--- config.mk ---
export PLATFORM = sky130hd
export DESIGN_NAME = stream_sequence_reorder
export DESIGN_NICKNAME = d
export VERILOG_FILES = /design/src/hdl/ssr_pkg.sv /design/src/hdl/ssr_front.sv /design/src/hdl/ssr_res_fifo.sv /design/src/hdl/ssr_engine.sv /design/src/hdl/stream_sequence_reorder.sv
export SDC_FILE = /design/constraint.sdc
export NUM_CORES = 2
export LEC_CHECK = 0
export BUFFER_PORTS_ARGS = -buffer_cell sky130_fd_sc_hd__buf_2
export CORE_ASPECT_RATIO = 2
export CORE_MARGIN = 10
export CORE_UTILIZATION = 54
export DETAILED_ROUTE_END_ITERATION = 10
export PLACE_DENSITY_LB_ADDON = 0.2
export SLEW_MARGIN = 20
export SYNTH_ARGS = -nofsm -noshare
export SYNTH_HDL_FRONTEND = slang
export SYNTH_SLANG_ARGS = --single-unit
--- constraint.sdc ---
create_clock -name clk_i -period 6.1 [get_ports clk_i]
set_input_delay 0.61 -clock clk_i [delete_from_list [all_inputs] [get_ports clk_i]]
set_output_delay 0.61 -clock clk_i [all_outputs]
set_load 0.02 [all_outputs]
--- src/hdl/ssr_pkg.sv ---
// ssr_pkg: types, codes and constants shared by the stream sequence reorder block.
// No dependencies; every other file in hdl/ refers to it by scoped names.
`timescale 1ns / 1ps

package ssr_pkg;

  // Field widths fixed by the interface
  localparam int unsigned KEY_W    = 16;
  localparam int unsigned SEQ_W    = 12;
  localparam int unsigned EXP_W    = 13;
  localparam int unsigned TAG_W    = 8;
  localparam int unsigned KIND_W   = 3;
  localparam int unsigned ACTIVE_W = 4;
  localparam int unsigned QUEUED_W = 7;
  localparam int unsigned DEPTH_W  = 4;

  // Sequence numbers wrap to zero on reaching this value
  localparam logic [EXP_W-1:0] SEQ_WRAP = 13'h0FFF;
  // Expected number of a freshly opened stream: -1, nothing matches yet
  localparam logic [EXP_W-1:0] EXP_NONE = 13'h1FFF;

  // Queue depths of the input and result buffers
  localparam int unsigned FRONT_DEPTH = 2;
  localparam int unsigned RES_DEPTH   = 2;

  // Register file
  localparam logic [3:0] MAX_DEPTH_RESET   = 4'd8;
  localparam logic       REG_IDX_MAX_DEPTH = 1'b0;

  typedef enum logic [KIND_W-1:0] {
    KIND_DELIVER    = 3'd0,
    KIND_ACK        = 3'd1,
    KIND_QUEUED     = 3'd2,
    KIND_BYPASS     = 3'd3,
    KIND_TABLE_FULL = 3'd4,
    KIND_QUEUE_FULL = 3'd5
  } kind_e;

  typedef enum logic [2:0] {
    ST_IDLE,
    ST_LOOK,
    ST_CLASS,
    ST_INS_RD,
    ST_INS_CMP,
    ST_DRAIN,
    ST_DRN_CHK,
    ST_FIN
  } state_e;

  // One received message, classified by the front end
  typedef struct packed {
    logic [KEY_W-1:0] key;
    logic [SEQ_W-1:0] seq;
    logic             start_f;
    logic             end_f;
    logic [TAG_W-1:0] tag;
    logic             tiny;
  } item_t;

  // One held early message
  typedef struct packed {
    logic [SEQ_W-1:0] seq;
    logic [TAG_W-1:0] tag;
    logic             end_f;
  } slot_t;

  // One result transaction
  typedef struct packed {
    kind_e               kind;
    logic [TAG_W-1:0]    tag;
    logic [SEQ_W-1:0]    seq;
    logic                end_f;
    logic                last;
    logic [ACTIVE_W-1:0] active;
    logic [QUEUED_W-1:0] queued;
  } result_t;

  // Number following s, wrapping to zero at SEQ_WRAP
  function automatic logic [EXP_W-1:0] next_seq(logic [SEQ_W-1:0] s);
    logic [EXP_W-1:0] n;
    n = {1'b0, s} + 13'd1;
    return (n >= SEQ_WRAP) ? '0 : n;
  endfunction

endpackage

--- src/hdl/ssr_front.sv ---
// ssr_front: input queue of the reorder block; takes messages and tags tiny ones.
// Depends on ssr_pkg.
`timescale 1ns / 1ps

module ssr_front (
  input  logic                       clk_i,
  input  logic                       rst_ni,
  input  logic                       push,
  output logic                       full,
  input  logic [ssr_pkg::KEY_W-1:0]  stream_key_i,
  input  logic [ssr_pkg::SEQ_W-1:0]  seq_num_i,
  input  logic                       start_flag_i,
  input  logic                       end_flag_i,
  input  logic [ssr_pkg::TAG_W-1:0]  msg_tag_i,
  output ssr_pkg::item_t             item_o,
  output logic                       item_valid_o,
  input  logic                       item_ready_i
);

  localparam int unsigned PW = (ssr_pkg::FRONT_DEPTH > 1) ? $clog2(ssr_pkg::FRONT_DEPTH) : 1;
  localparam int unsigned CW = $clog2(ssr_pkg::FRONT_DEPTH + 1);

  ssr_pkg::item_t buf_q [ssr_pkg::FRONT_DEPTH];
  logic [PW-1:0] wr_q, wr_d, rd_q, rd_d;
  logic [CW-1:0] cnt_q, cnt_d;
  logic          do_push, do_pop;
  ssr_pkg::item_t in_item;

  // Classify: a message with both flags bypasses the stream table
  always_comb begin
    in_item.key     = stream_key_i;
    in_item.seq     = seq_num_i;
    in_item.start_f = start_flag_i;
    in_item.end_f   = end_flag_i;
    in_item.tag     = msg_tag_i;
    in_item.tiny    = start_flag_i & end_flag_i;
  end

  assign full         = (cnt_q == CW'(ssr_pkg::FRONT_DEPTH));
  assign item_valid_o = (cnt_q != '0);
  assign item_o       = buf_q[rd_q];
  assign do_push      = push & ~full;
  assign do_pop       = item_valid_o & item_ready_i;

  // Pointer and fill bookkeeping
  always_comb begin
    wr_d  = wr_q;
    rd_d  = rd_q;
    cnt_d = cnt_q;
    if (do_push) begin
      wr_d = (wr_q == PW'(ssr_pkg::FRONT_DEPTH - 1)) ? '0 : wr_q + PW'(1);
    end
    if (do_pop) begin
      rd_d = (rd_q == PW'(ssr_pkg::FRONT_DEPTH - 1)) ? '0 : rd_q + PW'(1);
    end
    if (do_push && !do_pop) begin
      cnt_d = cnt_q + CW'(1);
    end else if (!do_push && do_pop) begin
      cnt_d = cnt_q - CW'(1);
    end
  end

  always_ff @(posedge clk_i or negedge rst_ni) begin
    if (!rst_ni) begin
      wr_q  <= '0;
      rd_q  <= '0;
      cnt_q <= '0;
    end else begin
      wr_q  <= wr_d;
      rd_q  <= rd_d;
      cnt_q <= cnt_d;
    end
  end

  always_ff @(posedge clk_i) begin
    if (do_push) begin
      buf_q[wr_q] <= in_item;
    end
  end

endmodule

--- src/hdl/ssr_res_fifo.sv ---
// ssr_res_fifo: result queue between the reorder engine and the output ports.
// Depends on ssr_pkg.
`timescale 1ns / 1ps

module ssr_res_fifo (
  input  logic             clk_i,
  input  logic             rst_ni,
  input  ssr_pkg::result_t res_i,
  input  logic             res_push_i,
  output logic             res_full_o,
  output ssr_pkg::result_t res_o,
  output logic             empty,
  input  logic             pop
);

  localparam int unsigned PW = (ssr_pkg::RES_DEPTH > 1) ? $clog2(ssr_pkg::RES_DEPTH) : 1;
  localparam int unsigned CW = $clog2(ssr_pkg::RES_DEPTH + 1);

  ssr_pkg::result_t buf_q [ssr_pkg::RES_DEPTH];
  logic [PW-1:0] wr_q, wr_d, rd_q, rd_d;
  logic [CW-1:0] cnt_q, cnt_d;
  logic          do_push, do_pop;

  assign res_full_o = (cnt_q == CW'(ssr_pkg::RES_DEPTH));
  assign empty      = (cnt_q == '0);
  assign res_o      = buf_q[rd_q];
  assign do_push    = res_push_i & ~res_full_o;
  assign do_pop     = pop & ~empty;

  always_comb begin
    wr_d  = wr_q;
    rd_d  = rd_q;
    cnt_d = cnt_q;
    if (do_push) begin
      wr_d = (wr_q == PW'(ssr_pkg::RES_DEPTH - 1)) ? '0 : wr_q + PW'(1);
    end
    if (do_pop) begin
      rd_d = (rd_q == PW'(ssr_pkg::RES_DEPTH - 1)) ? '0 : rd_q + PW'(1);
    end
    if (do_push && !do_pop) begin
      cnt_d = cnt_q + CW'(1);
    end else if (!do_push && do_pop) begin
      cnt_d = cnt_q - CW'(1);
    end
  end

  always_ff @(posedge clk_i or negedge rst_ni) begin
    if (!rst_ni) begin
      wr_q  <= '0;
      rd_q  <= '0;
      cnt_q <= '0;
    end else begin
      wr_q  <= wr_d;
      rd_q  <= rd_d;
      cnt_q <= cnt_d;
    end
  end

  always_ff @(posedge clk_i) begin
    if (do_push) begin
      buf_q[wr_q] <= res_i;
    end
  end

endmodule

--- src/hdl/ssr_engine.sv ---
// ssr_engine: stream table, per-stream sorted ring queues and the sequencer that
// looks up, delivers, queues and drains messages. Depends on ssr_pkg.
`timescale 1ns / 1ps

module ssr_engine #(
  parameter int unsigned NUM_STREAMS = 8,
  parameter int unsigned QUEUE_DEPTH = 8
) (
  input  logic                         clk_i,
  input  logic                         rst_ni,
  input  ssr_pkg::item_t               item_i,
  input  logic                         item_valid_i,
  output logic                         item_ready_o,
  input  logic [ssr_pkg::DEPTH_W-1:0]  max_depth_i,
  output ssr_pkg::result_t             res_o,
  output logic                         res_push_o,
  input  logic                         res_full_i
);

  localparam int unsigned SW = (NUM_STREAMS > 1) ? $clog2(NUM_STREAMS) : 1;
  localparam int unsigned QW = (QUEUE_DEPTH > 1) ? $clog2(QUEUE_DEPTH) : 1;
  localparam int unsigned CW = $clog2(QUEUE_DEPTH + 1);
  localparam int unsigned PW = $clog2(2 * QUEUE_DEPTH);
  localparam int unsigned NSLOT = NUM_STREAMS * QUEUE_DEPTH;
  localparam int unsigned AW = (NSLOT > 1) ? $clog2(NSLOT) : 1;
  localparam int unsigned TW = $clog2(NSLOT + 1);
  localparam int unsigned NW = $clog2(NUM_STREAMS + 1);
  localparam int unsigned LW = 6;

  ssr_pkg::state_e state_q, state_d;

  // Stream table
  logic [NUM_STREAMS-1:0]        valid_q;
  logic [ssr_pkg::KEY_W-1:0]     id_q   [NUM_STREAMS];
  logic [ssr_pkg::EXP_W-1:0]     exp_q  [NUM_STREAMS];
  logic [CW-1:0]                 cnt_q  [NUM_STREAMS];
  logic [QW-1:0]                 head_q [NUM_STREAMS];
  logic [NW-1:0]                 active_q;
  logic [TW-1:0]                 total_q;

  // Work registers
  ssr_pkg::item_t   item_q;
  logic [SW-1:0]    cur_q, free_q;
  logic             free_f_q;
  logic [CW-1:0]    hole_q;
  ssr_pkg::result_t pend_q;
  logic             pend_v_q;

  // Slot memory
  ssr_pkg::slot_t   mem [NSLOT];
  ssr_pkg::slot_t   rd_q;

  // Derived views of the current stream
  logic [ssr_pkg::EXP_W-1:0] cur_exp, exp_eff, seq_x;
  logic [CW-1:0]             cur_cnt;
  logic [QW-1:0]             cur_head, head_inc;
  logic                      key_hit, last_idx, have_free;
  logic [SW-1:0]             new_free;
  logic                      is_eq, is_lt, q_full, rd_match, rd_later;
  logic [LW-1:0]             limit;

  // Controls from the output decoder
  logic             mem_rd_en, mem_wr_en;
  logic [CW-1:0]    mem_rd_l, mem_wr_l;
  ssr_pkg::slot_t   mem_wr_data;
  logic             pend_load;
  ssr_pkg::result_t pend_d;
  logic             open_new, close_now, ins_done, pop_now, drn_go;

  function automatic logic [AW-1:0] slot_addr(logic [SW-1:0] s, logic [QW-1:0] h,
                                               logic [CW-1:0] l);
    logic [PW-1:0] sum;
    logic [PW-1:0] w;
    sum = PW'(h) + PW'(l);
    w   = (sum >= PW'(QUEUE_DEPTH)) ? sum - PW'(QUEUE_DEPTH) : sum;
    return AW'(int'(s) * QUEUE_DEPTH + int'(w));
  endfunction

  function automatic ssr_pkg::result_t mk_res(ssr_pkg::kind_e k, logic [ssr_pkg::TAG_W-1:0] t,
                                              logic [ssr_pkg::SEQ_W-1:0] s, logic e,
                                              logic [NW-1:0] a, logic [TW-1:0] q);
    ssr_pkg::result_t r;
    r.kind   = k;
    r.tag    = t;
    r.seq    = s;
    r.end_f  = e;
    r.last   = 1'b0;
    r.active = ssr_pkg::ACTIVE_W'(a);
    r.queued = ssr_pkg::QUEUED_W'(q);
    return r;
  endfunction

  assign cur_exp   = exp_q[cur_q];
  assign cur_cnt   = cnt_q[cur_q];
  assign cur_head  = head_q[cur_q];
  assign head_inc  = (cur_head == QW'(QUEUE_DEPTH - 1)) ? '0 : cur_head + QW'(1);
  assign seq_x     = {1'b0, item_q.seq};
  assign exp_eff   = item_q.start_f ? seq_x : cur_exp;
  assign is_eq     = (seq_x == exp_eff);
  assign is_lt     = ($signed(seq_x) < $signed(exp_eff));
  assign limit     = (LW'(max_depth_i) > LW'(QUEUE_DEPTH)) ? LW'(QUEUE_DEPTH) : LW'(max_depth_i);
  assign q_full    = (LW'(cur_cnt) >= limit);
  assign key_hit   = valid_q[cur_q] && (id_q[cur_q] == item_q.key);
  assign last_idx  = (cur_q == SW'(NUM_STREAMS - 1));
  assign have_free = free_f_q || !valid_q[cur_q];
  assign new_free  = free_f_q ? free_q : cur_q;
  assign rd_match  = ({1'b0, rd_q.seq} == cur_exp);
  assign rd_later  = (rd_q.seq > item_q.seq);
  assign drn_go    = rd_match && !(pend_v_q && res_full_i);

  // Next state
  always_comb begin
    state_d = state_q;
    unique case (state_q)
      ssr_pkg::ST_IDLE: begin
        if (item_valid_i) begin
          state_d = item_i.tiny ? ssr_pkg::ST_FIN : ssr_pkg::ST_LOOK;
        end
      end
      ssr_pkg::ST_LOOK: begin
        if (key_hit) begin
          state_d = ssr_pkg::ST_CLASS;
        end else if (last_idx) begin
          state_d = have_free ? ssr_pkg::ST_CLASS : ssr_pkg::ST_FIN;
        end
      end
      ssr_pkg::ST_CLASS: begin
        if (is_eq) begin
          state_d = item_q.end_f ? ssr_pkg::ST_FIN : ssr_pkg::ST_DRAIN;
        end else if (is_lt || q_full) begin
          state_d = ssr_pkg::ST_FIN;
        end else begin
          state_d = ssr_pkg::ST_INS_RD;
        end
      end
      ssr_pkg::ST_INS_RD: begin
        state_d = (hole_q == '0) ? ssr_pkg::ST_DRAIN : ssr_pkg::ST_INS_CMP;
      end
      ssr_pkg::ST_INS_CMP: begin
        state_d = rd_later ? ssr_pkg::ST_INS_RD : ssr_pkg::ST_DRAIN;
      end
      ssr_pkg::ST_DRAIN: begin
        state_d = (cur_cnt != '0) ? ssr_pkg::ST_DRN_CHK : ssr_pkg::ST_FIN;
      end
      ssr_pkg::ST_DRN_CHK: begin
        if (!rd_match) begin
          state_d = ssr_pkg::ST_FIN;
        end else if (drn_go) begin
          state_d = rd_q.end_f ? ssr_pkg::ST_FIN : ssr_pkg::ST_DRAIN;
        end
      end
      ssr_pkg::ST_FIN: begin
        if (!res_full_i) begin
          state_d = ssr_pkg::ST_IDLE;
        end
      end
      default: state_d = ssr_pkg::ST_IDLE;
    endcase
  end

  // Outputs and datapath controls
  always_comb begin
    item_ready_o = 1'b0;
    res_push_o   = 1'b0;
    res_o        = pend_q;
    res_o.last   = (state_q == ssr_pkg::ST_FIN);
    mem_rd_en    = 1'b0;
    mem_rd_l     = '0;
    mem_wr_en    = 1'b0;
    mem_wr_l     = hole_q;
    mem_wr_data  = '{seq: item_q.seq, tag: item_q.tag, end_f: item_q.end_f};
    pend_load    = 1'b0;
    pend_d       = pend_q;
    open_new     = 1'b0;
    close_now    = 1'b0;
    ins_done     = 1'b0;
    pop_now      = 1'b0;
    unique case (state_q)
      ssr_pkg::ST_IDLE: begin
        item_ready_o = 1'b1;
        if (item_valid_i && item_i.tiny) begin
          pend_load = 1'b1;
          pend_d    = mk_res(ssr_pkg::KIND_BYPASS, item_i.tag, item_i.seq, 1'b0,
                             active_q, total_q);
        end
      end
      ssr_pkg::ST_LOOK: begin
        if (!key_hit && last_idx) begin
          if (have_free) begin
            open_new = 1'b1;
          end else begin
            pend_load = 1'b1;
            pend_d    = mk_res(ssr_pkg::KIND_TABLE_FULL, item_q.tag, item_q.seq, 1'b0,
                               active_q, total_q);
          end
        end
      end
      ssr_pkg::ST_CLASS: begin
        pend_load = 1'b1;
        if (is_eq) begin
          close_now = item_q.end_f;
          pend_d    = item_q.end_f
                    ? mk_res(ssr_pkg::KIND_DELIVER, item_q.tag, item_q.seq, 1'b1,
                             active_q - NW'(1), total_q - TW'(cur_cnt))
                    : mk_res(ssr_pkg::KIND_DELIVER, item_q.tag, item_q.seq, 1'b0,
                             active_q, total_q);
        end else if (is_lt) begin
          pend_d = mk_res(ssr_pkg::KIND_ACK, item_q.tag, item_q.seq, 1'b0, active_q, total_q);
        end else if (q_full) begin
          pend_d = mk_res(ssr_pkg::KIND_QUEUE_FULL, item_q.tag, item_q.seq, 1'b0,
                          active_q, total_q);
        end else begin
          pend_load = 1'b0;
        end
      end
      ssr_pkg::ST_INS_RD: begin
        if (hole_q == '0) begin
          mem_wr_en = 1'b1;
          ins_done  = 1'b1;
        end else begin
          mem_rd_en = 1'b1;
          mem_rd_l  = hole_q - CW'(1);
        end
      end
      ssr_pkg::ST_INS_CMP: begin
        mem_wr_en = 1'b1;
        if (rd_later) begin
          mem_wr_data = rd_q;
        end else begin
          ins_done = 1'b1;
        end
      end
      ssr_pkg::ST_DRAIN: begin
        mem_rd_en = (cur_cnt != '0);
      end
      ssr_pkg::ST_DRN_CHK: begin
        if (drn_go) begin
          pop_now    = 1'b1;
          close_now  = rd_q.end_f;
          res_push_o = pend_v_q;
          pend_load  = 1'b1;
          pend_d     = rd_q.end_f
                     ? mk_res(ssr_pkg::KIND_DELIVER, rd_q.tag, rd_q.seq, 1'b1,
                              active_q - NW'(1), total_q - TW'(cur_cnt))
                     : mk_res(ssr_pkg::KIND_DELIVER, rd_q.tag, rd_q.seq, 1'b0,
                              active_q, total_q - TW'(1));
        end
      end
      ssr_pkg::ST_FIN: begin
        res_push_o = !res_full_i;
      end
      default: ;
    endcase
    if (ins_done) begin
      pend_load = 1'b1;
      pend_d    = mk_res(ssr_pkg::KIND_QUEUED, item_q.tag, item_q.seq, 1'b0,
                         active_q, total_q + TW'(1));
    end
  end

  // Control state
  always_ff @(posedge clk_i or negedge rst_ni) begin
    if (!rst_ni) begin
      state_q  <= ssr_pkg::ST_IDLE;
      valid_q  <= '0;
      active_q <= '0;
      total_q  <= '0;
      cur_q    <= '0;
      free_q   <= '0;
      free_f_q <= 1'b0;
      pend_v_q <= 1'b0;
      for (int i = 0; i < NUM_STREAMS; i++) begin
        cnt_q[i] <= '0;
      end
    end else begin
      state_q <= state_d;
      if (pend_load) begin
        pend_v_q <= 1'b1;
      end else if (state_q == ssr_pkg::ST_FIN && !res_full_i) begin
        pend_v_q <= 1'b0;
      end
      // Table scan, one entry a cycle
      if (state_q == ssr_pkg::ST_IDLE) begin
        cur_q    <= '0;
        free_f_q <= 1'b0;
      end else if (state_q == ssr_pkg::ST_LOOK && !key_hit) begin
        if (last_idx) begin
          cur_q <= new_free;
        end else begin
          if (!valid_q[cur_q] && !free_f_q) begin
            free_q   <= cur_q;
            free_f_q <= 1'b1;
          end
          cur_q <= cur_q + SW'(1);
        end
      end
      if (open_new) begin
        valid_q[new_free] <= 1'b1;
        cnt_q[new_free]   <= '0;
        active_q          <= active_q + NW'(1);
      end
      if (close_now) begin
        valid_q[cur_q] <= 1'b0;
        cnt_q[cur_q]   <= '0;
        active_q       <= active_q - NW'(1);
        total_q        <= total_q - TW'(cur_cnt);
      end else if (pop_now) begin
        cnt_q[cur_q] <= cur_cnt - CW'(1);
        total_q      <= total_q - TW'(1);
      end else if (ins_done) begin
        cnt_q[cur_q] <= cur_cnt + CW'(1);
        total_q      <= total_q + TW'(1);
      end
    end
  end

  // Payload state
  always_ff @(posedge clk_i) begin
    if (item_ready_o && item_valid_i) begin
      item_q <= item_i;
    end
    if (pend_load) begin
      pend_q <= pend_d;
    end
    if (open_new) begin
      id_q[new_free]   <= item_q.key;
      exp_q[new_free]  <= ssr_pkg::EXP_NONE;
      head_q[new_free] <= '0;
    end
    if (state_q == ssr_pkg::ST_CLASS) begin
      if (is_eq) begin
        exp_q[cur_q] <= ssr_pkg::next_seq(item_q.seq);
      end else if (item_q.start_f) begin
        exp_q[cur_q] <= seq_x;
      end
      hole_q <= cur_cnt;
    end else if (state_q == ssr_pkg::ST_INS_CMP && rd_later) begin
      hole_q <= hole_q - CW'(1);
    end
    if (pop_now) begin
      exp_q[cur_q]  <= ssr_pkg::next_seq(rd_q.seq);
      head_q[cur_q] <= head_inc;
    end
  end

  // Slot memory: one write and one registered read a cycle
  always_ff @(posedge clk_i) begin
    if (mem_wr_en) begin
      mem[slot_addr(cur_q, cur_head, mem_wr_l)] <= mem_wr_data;
    end
    if (mem_rd_en) begin
      rd_q <= mem[slot_addr(cur_q, cur_head, mem_rd_l)];
    end
  end

endmodule

--- src/hdl/stream_sequence_reorder.sv ---
// stream_sequence_reorder: top level with the configuration register and the
// front queue, reorder engine and result queue. Depends on ssr_pkg and all ssr_* modules.
`timescale 1ns / 1ps

// Reorders received messages per stream by sequence number. Each message yields one
// to QUEUE_DEPTH+1 result transactions ending with last=1: a delivery (plus any held
// messages it releases), a repeat ack, a queued notice, a tiny bypass, or a table/queue
// full reject. A message passes through an accept step, the stream table scan (it stops
// at the matching entry), a classify step, a read and a compare per held message shifted
// on a sorted insert, a read and a check per released message, a check that the queue
// head does not match, and a closing step, plus any wait on a full result queue. Tiny
// messages go from the accept step straight to the closing step. Messages are taken one
// at a time; a two-entry queue on each side keeps push and pop independent of the engine.
// max_queue_depth (address 0) must be written only while idle; the block itself does not
// enforce this. No clearing pass is needed after reset.
module stream_sequence_reorder #(
  parameter int unsigned NUM_STREAMS = 8,
  parameter int unsigned QUEUE_DEPTH = 8
) (
  input  logic        clk_i,
  input  logic        rst_ni,
  // input queue side
  input  logic        push,
  output logic        full,
  input  logic [15:0] stream_key_i,
  input  logic [11:0] seq_num_i,
  input  logic        start_flag_i,
  input  logic        end_flag_i,
  input  logic [7:0]  msg_tag_i,
  // result queue side
  output logic        empty,
  input  logic        pop,
  output logic [2:0]  kind_o,
  output logic [7:0]  out_tag_o,
  output logic [11:0] out_seq_o,
  output logic        out_end_o,
  output logic        last_o,
  output logic [3:0]  streams_active_o,
  output logic [6:0]  msgs_queued_o,
  // configuration port
  input  logic        psel,
  input  logic        penable,
  input  logic        pwrite,
  input  logic [2:0]  paddr,
  input  logic [31:0] pwdata,
  output logic [31:0] prdata,
  output logic        pready
);

  logic [ssr_pkg::DEPTH_W-1:0] max_depth_q;
  logic                        reg_sel;
  ssr_pkg::item_t              item;
  logic                        item_valid, item_ready;
  ssr_pkg::result_t            eng_res, out_res;
  logic                        res_push, res_full;

  // Configuration register
  assign pready  = 1'b1;
  assign reg_sel = (paddr[2] == ssr_pkg::REG_IDX_MAX_DEPTH);
  assign prdata  = reg_sel ? {28'd0, max_depth_q} : 32'd0;

  always_ff @(posedge clk_i or negedge rst_ni) begin
    if (!rst_ni) begin
      max_depth_q <= ssr_pkg::MAX_DEPTH_RESET;
    end else if (psel && penable && pwrite && pready && reg_sel) begin
      max_depth_q <= pwdata[ssr_pkg::DEPTH_W-1:0];
    end
  end

  ssr_front u_front (
    .clk_i        (clk_i),
    .rst_ni       (rst_ni),
    .push         (push),
    .full         (full),
    .stream_key_i (stream_key_i),
    .seq_num_i    (seq_num_i),
    .start_flag_i (start_flag_i),
    .end_flag_i   (end_flag_i),
    .msg_tag_i    (msg_tag_i),
    .item_o       (item),
    .item_valid_o (item_valid),
    .item_ready_i (item_ready)
  );

  ssr_engine #(
    .NUM_STREAMS (NUM_STREAMS),
    .QUEUE_DEPTH (QUEUE_DEPTH)
  ) u_engine (
    .clk_i        (clk_i),
    .rst_ni       (rst_ni),
    .item_i       (item),
    .item_valid_i (item_valid),
    .item_ready_o (item_ready),
    .max_depth_i  (max_depth_q),
    .res_o        (eng_res),
    .res_push_o   (res_push),
    .res_full_i   (res_full)
  );

  ssr_res_fifo u_res_fifo (
    .clk_i      (clk_i),
    .rst_ni     (rst_ni),
    .res_i      (eng_res),
    .res_push_i (res_push),
    .res_full_o (res_full),
    .res_o      (out_res),
    .empty      (empty),
    .pop        (pop)
  );

  // Result fields
  assign kind_o           = out_res.kind;
  assign out_tag_o        = out_res.tag;
  assign out_seq_o        = out_res.seq;
  assign out_end_o        = out_res.end_f;
  assign last_o           = out_res.last;
  assign streams_active_o = out_res.active;
  assign msgs_queued_o    = out_res.queued;

endmodule

# [Word-level counts from Yosys, hierarchy flattened]
# Memory sizes are Yosys's and may differ from the RTL's. A register that Yosys moved wholly into a read port is not among the register bits.
# Cells that the tools add are included.
[totals] reg_bits=151 ram_bits=1750 in_bits=80 output_inout_bits=71 wordCells=316 n_memories=6
[memory_table] name="u_engine.mem" words=64 width=21 rd=1 rd_ports_with_merged_regs=1 wr=1 line="ssr_engine.sv:50" text="ssr_pkg::slot_t mem [NSLOT];"
[memory_table] name="u_engine.id_q" words=8 width=16 rd=1 rd_ports_with_merged_regs=0 wr=1 line="ssr_engine.sv:34" text="logic [ssr_pkg::KEY_W-1:0] id_q [NUM_STREAMS];"
[memory_table] name="u_engine.exp_q" words=8 width=13 rd=1 rd_ports_with_merged_regs=0 wr=1 line="ssr_engine.sv:35" text="logic [ssr_pkg::EXP_W-1:0] exp_q [NUM_STREAMS];"
[memory_table] name="u_front.buf_q" words=2 width=39 rd=1 rd_ports_with_merged_regs=0 wr=1 line="ssr_front.sv:23" text="ssr_pkg::item_t buf_q [ssr_pkg::FRONT_DEPTH];"
[memory_table] name="u_res_fifo.buf_q" words=2 width=36 rd=1 rd_ports_with_merged_regs=0 wr=1 line="ssr_res_fifo.sv:19" text="ssr_pkg::result_t buf_q [ssr_pkg::RES_DEPTH];"
[memory_table] name="u_engine.head_q" words=8 width=3 rd=1 rd_ports_with_merged_regs=0 wr=1 line="ssr_engine.sv:37" text="logic [QW-1:0] head_q [NUM_STREAMS];"
[classes] addsub=26 order_cmp=16 eq_ne=24 mux=135 n_bitwise=22 n_reduce_logical=52
[ops] cell="36-bit two-way mux" n=7
[ops] cell="36-bit one-hot mux with 4 select lines" n=1
[ops] cell="32-bit two-way mux" n=4
[ops] cell="13-bit two-way mux" n=8
[ops] cell="32-bit bitwise AND" n=2
[ops] cell="32-bit bitwise mux" n=2
[ops] cell="32-bit NOT" n=2
[ops] cell="3-bit two-way mux" n=19
[ops] cell="4-bit two-way mux" n=14
[ops] cell="1-bit two-way mux" n=53
[ops] cell="21-bit two-way mux" n=2
[ops] cell="33-bit two-way mux" n=1
[ops] cell="12-bit by 1-bit adder with 13-bit output, second input constant" n=2
[ops] cell="12-bit by 13-bit == test with 1-bit output" n=2
[ops] cell="13-bit by 12-bit >= comparator with 1-bit output, second input constant" n=2
[ops] cell="4-bit demux with 3-bit select" n=2
[ops] cell="3-bit one-hot mux with 8 select lines" n=1
[ops] cell="1-bit logical AND" n=21
[ops] cell="7-bit two-way mux" n=3
[ops] cell="3-bit == test, second input constant" n=6
[ops] cell="16-bit == test" n=1
[ops] cell="4-bit >= comparator, second input constant" n=4
[ops] cell="8-bit two-way mux" n=2
[ops] cell="2-bit nonzero test" n=8
[ops] cell="53 further kinds" n=106

# [Depth between registers and ports, before layout]
[logic_depth] depth_word=13 mapped_depth=19

# [Modules after synthesis]
# Synthesis repeated with hierarchy kept, for this count alone.
[hier_totals] hier_cells=3922 area_unflattened_um2=78087.4
[by_module_without_submodules] mod="ssr_engine" n_inst=1 cells_each=3606 area_each_um2=71680.0 seq_area_each_um2=52540.4
[by_module_without_submodules] mod="ssr_front" n_inst=1 cells_each=141 area_each_um2=3032.9 seq_area_each_um2=2442.3
[by_module_without_submodules] mod="ssr_res_fifo" n_inst=1 cells_each=131 area_each_um2=2944.1 seq_area_each_um2=2262.2
[by_module_without_submodules] mod="stream_sequence_reorder" n_inst=1 cells_each=44 area_each_um2=430.4 seq_area_each_um2=101.3

# [Least setup slack after synthesis]
# OpenSTA, ideal clock, no wires.
[synth_timing] kind="reg2reg" start="register u_engine.cur_q[1]" end="memory u_res_fifo.buf_q[0][0] (netlist name) (enable)" setup_time_ns=0.519 arrival_ns=6.007 required_time_ns=5.581 slack_ns=-0.427 stages_incl_launch_ff=11 cell_sequence="dfrtp_1 > buf_2 > buf_2 > mux2i_1 > o22ai_1 > a211oi_2 > xnor2_1 > or4_4 > a2111oi_4 > a31oi_1 > nor4_1"
[synth_via] elab_chain_cells=8
[synth_rtl] item="start, declared" line="ssr_engine.sv:43" text="logic [SW-1:0] cur_q, free_q;"
[synth_rtl] item="start signal, assigned" line="ssr_engine.sv:288" text="cur_q <= new_free;"
[synth_rtl] item="start signal, assigned" line="ssr_engine.sv:294" text="cur_q <= cur_q + SW'(1);"
[synth_rtl] item="memory 8 x 13 bit"
[synth_rtl] item="12-bit by 13-bit == test with 1-bit output" line="ssr_engine.sv:107" text="assign rd_match = ({1'b0, rd_q.seq} == cur_exp);"
[synth_rtl] item="1-bit logical AND" line="ssr_engine.sv:109" text="assign drn_go = rd_match && !(pend_v_q && res_full_i);"
[synth_rtl] item="1-bit two-way mux" line="ssr_engine.sv:237" text="if (drn_go) begin"
[synth_rtl] item="1-bit one-hot mux with 2 select lines" line="ssr_engine.sv:178" text="unique case (state_q)"
[synth_rtl] item="1-bit bitwise AND" line="ssr_res_fifo.sv:27" text="assign do_push = res_push_i & ~res_full_o;"
[synth_rtl] item="1-bit two-way mux" line="ssr_res_fifo.sv:60" text="if (do_push) begin"
[synth_rtl] item="1-bit two-way mux (implied by the code)" line="ssr_res_fifo.sv:61" text="buf_q[wr_q] <= res_i;"
[synth_rtl] item="end, declared" line="ssr_res_fifo.sv:19"
# No other way between the ends.

# [Worst setup path in the final report]
[layout_timing] start="register u_engine.cur_q[0]" end="register u_engine.cnt_q[1] (netlist name)"
[layout_via] elab_chain_cells=13 word_cells_on_any_way=51 classes_between="2 x add/sub; 4 x order compare; 4 x eq/ne; 25 x mux; 6 x bitwise; 8 x reduce/logical; 2 x memory"
[layout_rtl] item="parallel branches: the longest is 12 deep, another holds memory 8 x 16 bit"
[layout_rtl] item="32-bit two-way mux (*)" line="ssr_engine.sv:302" text="if (close_now) begin"
[layout_rtl] item="end signal, assigned by index" line="ssr_engine.sv:308" text="cnt_q[cur_q] <= cur_cnt - CW'(1);"
[layout_rtl] item="end signal, assigned by index" line="ssr_engine.sv:311" text="cnt_q[cur_q] <= cur_cnt + CW'(1);"
[layout_rtl] item="end, declared" line="ssr_engine.sv:36" text="logic [CW-1:0] cnt_q [NUM_STREAMS];"
# Mark *: on every way between the ends. The select of a mux whose other input is x is not followed.
# A chain may end at the register's enable or synchronous reset.

==> results.yml <==
logic_synthesis:
  synthArstFlopShare: 0.0385
  yosys_most_used_dff: "edfxtp_1"
  synth_warnings: 0
  syn_inst: 4026
  synth_edf_count: 1848
  synth_area_leaders: "edfxtp_1, mux4_2, dfrtp_1"
  yosysSeqAreaShare: 0.732
  yosys.area.top_type: "edfxtp_1"
  ys_ff_latch: 1922
  netlist.area_leader.share: 0.708
  synth_cell_types: 90
  syn_area_um2: 78400
  syn_avg_cell_area_um2: 19.5
timing:
  setup_ws_ns: 0.823
  setup_tns_ns: 0
  hold_viol: 0
  slew_headroom: 0.268
  max_freq_ghz: 0.190
  skew_ns: 0.0570
  finalCritPeriodShare: 0.865
  maxSlewViolCount: 0
  tightest_slew_ns: 1.09
  setup_viol: 0
  min_period_ns: 5.28
  rsz0062_at_grt: "false"
job:
  max_cap_viol_count: 0
place:
  gp_congestion: 0.935
  placed_area_um2: 82700
  numPortBuffers: 91
  dp_hpwl_um: 130000
  pre_cts_ws_ns: 0.940
final_layout:
  fin_util: 0.613
  areaGrowthSynthToFinish_pct: 12.9
  final_layout_size_suffix_gt1_frac: 0.285
  fin_nets: 4472
  fin_area_um2: 88500
  fillers: 10243
critical_path:
  cp-startpoint: "u_engine.cur_q[0]$_DFFE_PN0P_"
  cp-end-kind: "flip-flop"
  required_ns: 6.78
  rrSetupSlack_ns: 0.82
  path_class: "flip-flop to flip-flop"
  reg2reg_to: "u_engine.cnt_q[1]$_DFF_PN0_"
  r2r_start: "u_engine.cur_q[0]$_DFFE_PN0P_"
  start_kind: "flip-flop"
  arrival_ns: 5.96
  critPathMaxFanout: 16
  reg2reg_depth: 15
worst_hold_path:
  min_from: "stream_key_i[7]"
  min_to: "u_front.buf_q[1][30]$_DFFE_PP_"
  hold_class: "input port to flip-flop"
  hold_depth: 1
die:
  pin_count: 151
  die_y_um: 559
  fp.dieW_um: 289
  dieArea_um2: 162000
  start_util: 0.544
  core_area_um2: 144000
  placementRows: 197
pwr:
  power_density_nw_per_um2: 437
  p_sw_frac: 0.310
  total_power_mw: 38.7
  internal_power_mw: 26.7
  combPwrFrac: 0.281
  p_switching_mw: 12.0
  ir_drop_mv: 0.486
  p_clk_frac: 0.272
  seq_power_share: 0.447
  leakage_nw: 28.9
drt:
  drc: 0
  final_antenna_net_count: 0
  drtPass1Iterations: 6
  routedWlPerCell_um: 30.6
  routed_wl_um: 195000
  vias_per_cell: 6.28
  drtIter0Drc: 3365
  via_count: 39904
global_route:
  grt_max_degree: 83
  grt_first_pass_wirelength_um: 284000
  antenna_found_initial: 2
  grt_pass1_vias: 41970
  overflow: 0
  grt_usage: 0.242
clocking:
  clockRootBuffer: "clkbuf_16"
  clockBufferDepth: 4
  clk_latency_ns: 0.82
  cts_resized: 0
  clk_pin_slew_worst_paths_ns: 0.07
  htree_levels: 4
  cts_buffers: 168
  cts_tree: "done"
  numClockSinks: 1922
outcome:
  outcome: "completed"
==> repair_timing <==
action                                 4_1_cts  5_1_grt
buffers inserted                             0        0
hold buffers                                34        0
endpoints found under the hold margin       74        0
==> critical path, cell delays in order (launching register included) <==
cell and delay [ns]:
dfrtp_2 0.65, buf_4 0.33, nor2b_1 0.28, a221oi_1 0.12
o21ai_0 0.87, mux2i_1 0.23, ha_1 0.38, nand4_1 0.10
or3_1 0.43, nor3_1 0.20, buf_4 0.19, nand2_1 0.22
o21ai_0 0.38, buf_4 0.33, o21ai_0 0.13, a32o_1 0.29
==> power by group through the flow <==
stage / logic [mW] / registers [mW] / clock network, mW
2_1_floorplan: 6.97 / 17.3 / 0
3_3_place_gp: 10.7 / 17.5 / 0
3_5_place_dp: 10.9 / 17.6 / 0
4_1_cts: 10.9 / 17.3 / 10.7
5_1_grt: 11.6 / 17.4 / 11.2
6_report: 10.9 / 17.3 / 10.5
==> logic make-up after synthesis <==
family,after synthesis,share of synthesized area
other,2,0.0000958
xor gates and xnor gates,73,0.00816
AOI/OAI and AO/OA,448,0.0404
muxes,668,0.160
and+or+nand+nor,525,0.0322
DFF,1922,0.732
adders and majority gates,59,0.00970
buffers and inverters,329,0.0182
==> sequential cells by signal, indices dropped and copies added, names as in the netlist, 24 cells and up <==
register,cells
u_engine.item_q,38
u_engine.exp_q,104
u_engine.cnt_q,32
u_engine.id_q,128
u_engine.res_o,35
u_res_fifo.buf_q,72
u_engine.mem,1344
u_front.buf_q,78
u_engine.head_q,24
==> cells in the final DEF (no fill, tap or decap), types with 20 or more instances in the layout <==
cell / count
clkbuf_16: 170
mux4_2: 452
clkbuf_1: 24
nor2_1: 100
nor2_2: 65
buf_2: 90
buf_4: 200
dfrtp_1: 67
ha_1: 54
and3_1: 22
o22ai_1: 31
nor2b_1: 23
nand2_1: 131
xor2_1: 33
a22oi_1: 32
edfxtp_1: 1848
mux2i_1: 76
dlygate4sd3_1: 34
o21ai_0: 93
xnor2_1: 38
a21oi_1: 58
a221oi_1: 20
conb_1: 31
a211oi_1: 37
nand3_1: 40
clkinv_1: 40
clkinv_2: 29
mux2_2: 122
inv_1: 73
buf_12: 36
nor3_1: 41
==> stage by stage <==
stage / instances / hold slack (ns)
detailed placement: 6019 / 0.433
global placement: 6019 / 0.423
global route: 6352 / 0.0249
finish: 6353 / 0.0415
floorplan: 4055 / 0.314
CTS: 6350 / 0.000916
==> routing by layer <==
| metal | GRT usage | share of wire |
|---|---|---|
| met5 | 0 | 0 |
| met4 | 0.114 | 0.051 |
| met3 | 0.0248 | 0.043 |
| met2 | 0.474 | 0.58 |
| met1 | 0.252 | 0.32 |
==> area by class of cell <==
type | instances | area, µm² | area share
Sequential cell | 1922 | 57400 | 0.648
Multi-Input combinational cell | 1804 | 20100 | 0.227
Clock buffer | 197 | 4390 | 0.0496
Timing Repair Buffer | 360 | 3010 | 0.0341
Tap cell | 1890 | 2360 | 0.0267
Clock inverter | 100 | 937 | 0.0106
Inverter | 77 | 289 | 0.00327
Antenna cell | 3 | 7.51 | 0.0000849
==> cell usage after synthesis (all sizes together) (21+ instances only) <==
library cell	count
a211oi	38
a21oi	58
a221oi	21
a22oi	34
and3	23
buf	110
clkbuf	142
dfrtp	73
edfxtp	1848
ha	56
inv	75
mux2	140
mux2i	76
mux4	452
nand2	132
nand3	41
nor2	166
nor2b	23
nor3	42
o21ai	103
o22ai	31
xnor2	38
xor2	35
==> worst max-delay path by stage <==
stage	endpoint	slack [ns]	depth (start not counted)
after global placement	u_engine.rd_q[10]$_DFFE_PP_	0.99	13
after global routing	u_engine.cnt_q[25]$_DFF_PN0_	0.56	15
after detailed placement	u_engine.rd_q[10]$_DFFE_PP_	0.94	13
after floorplan	u_engine.rd_q[0]$_DFFE_PP_	0.71	17
final	u_engine.cnt_q[1]$_DFF_PN0_	0.82	15
after CTS	u_engine.rd_q[10]$_DFFE_PP_	0.92	13
Power figures use the tool's default switching activity.
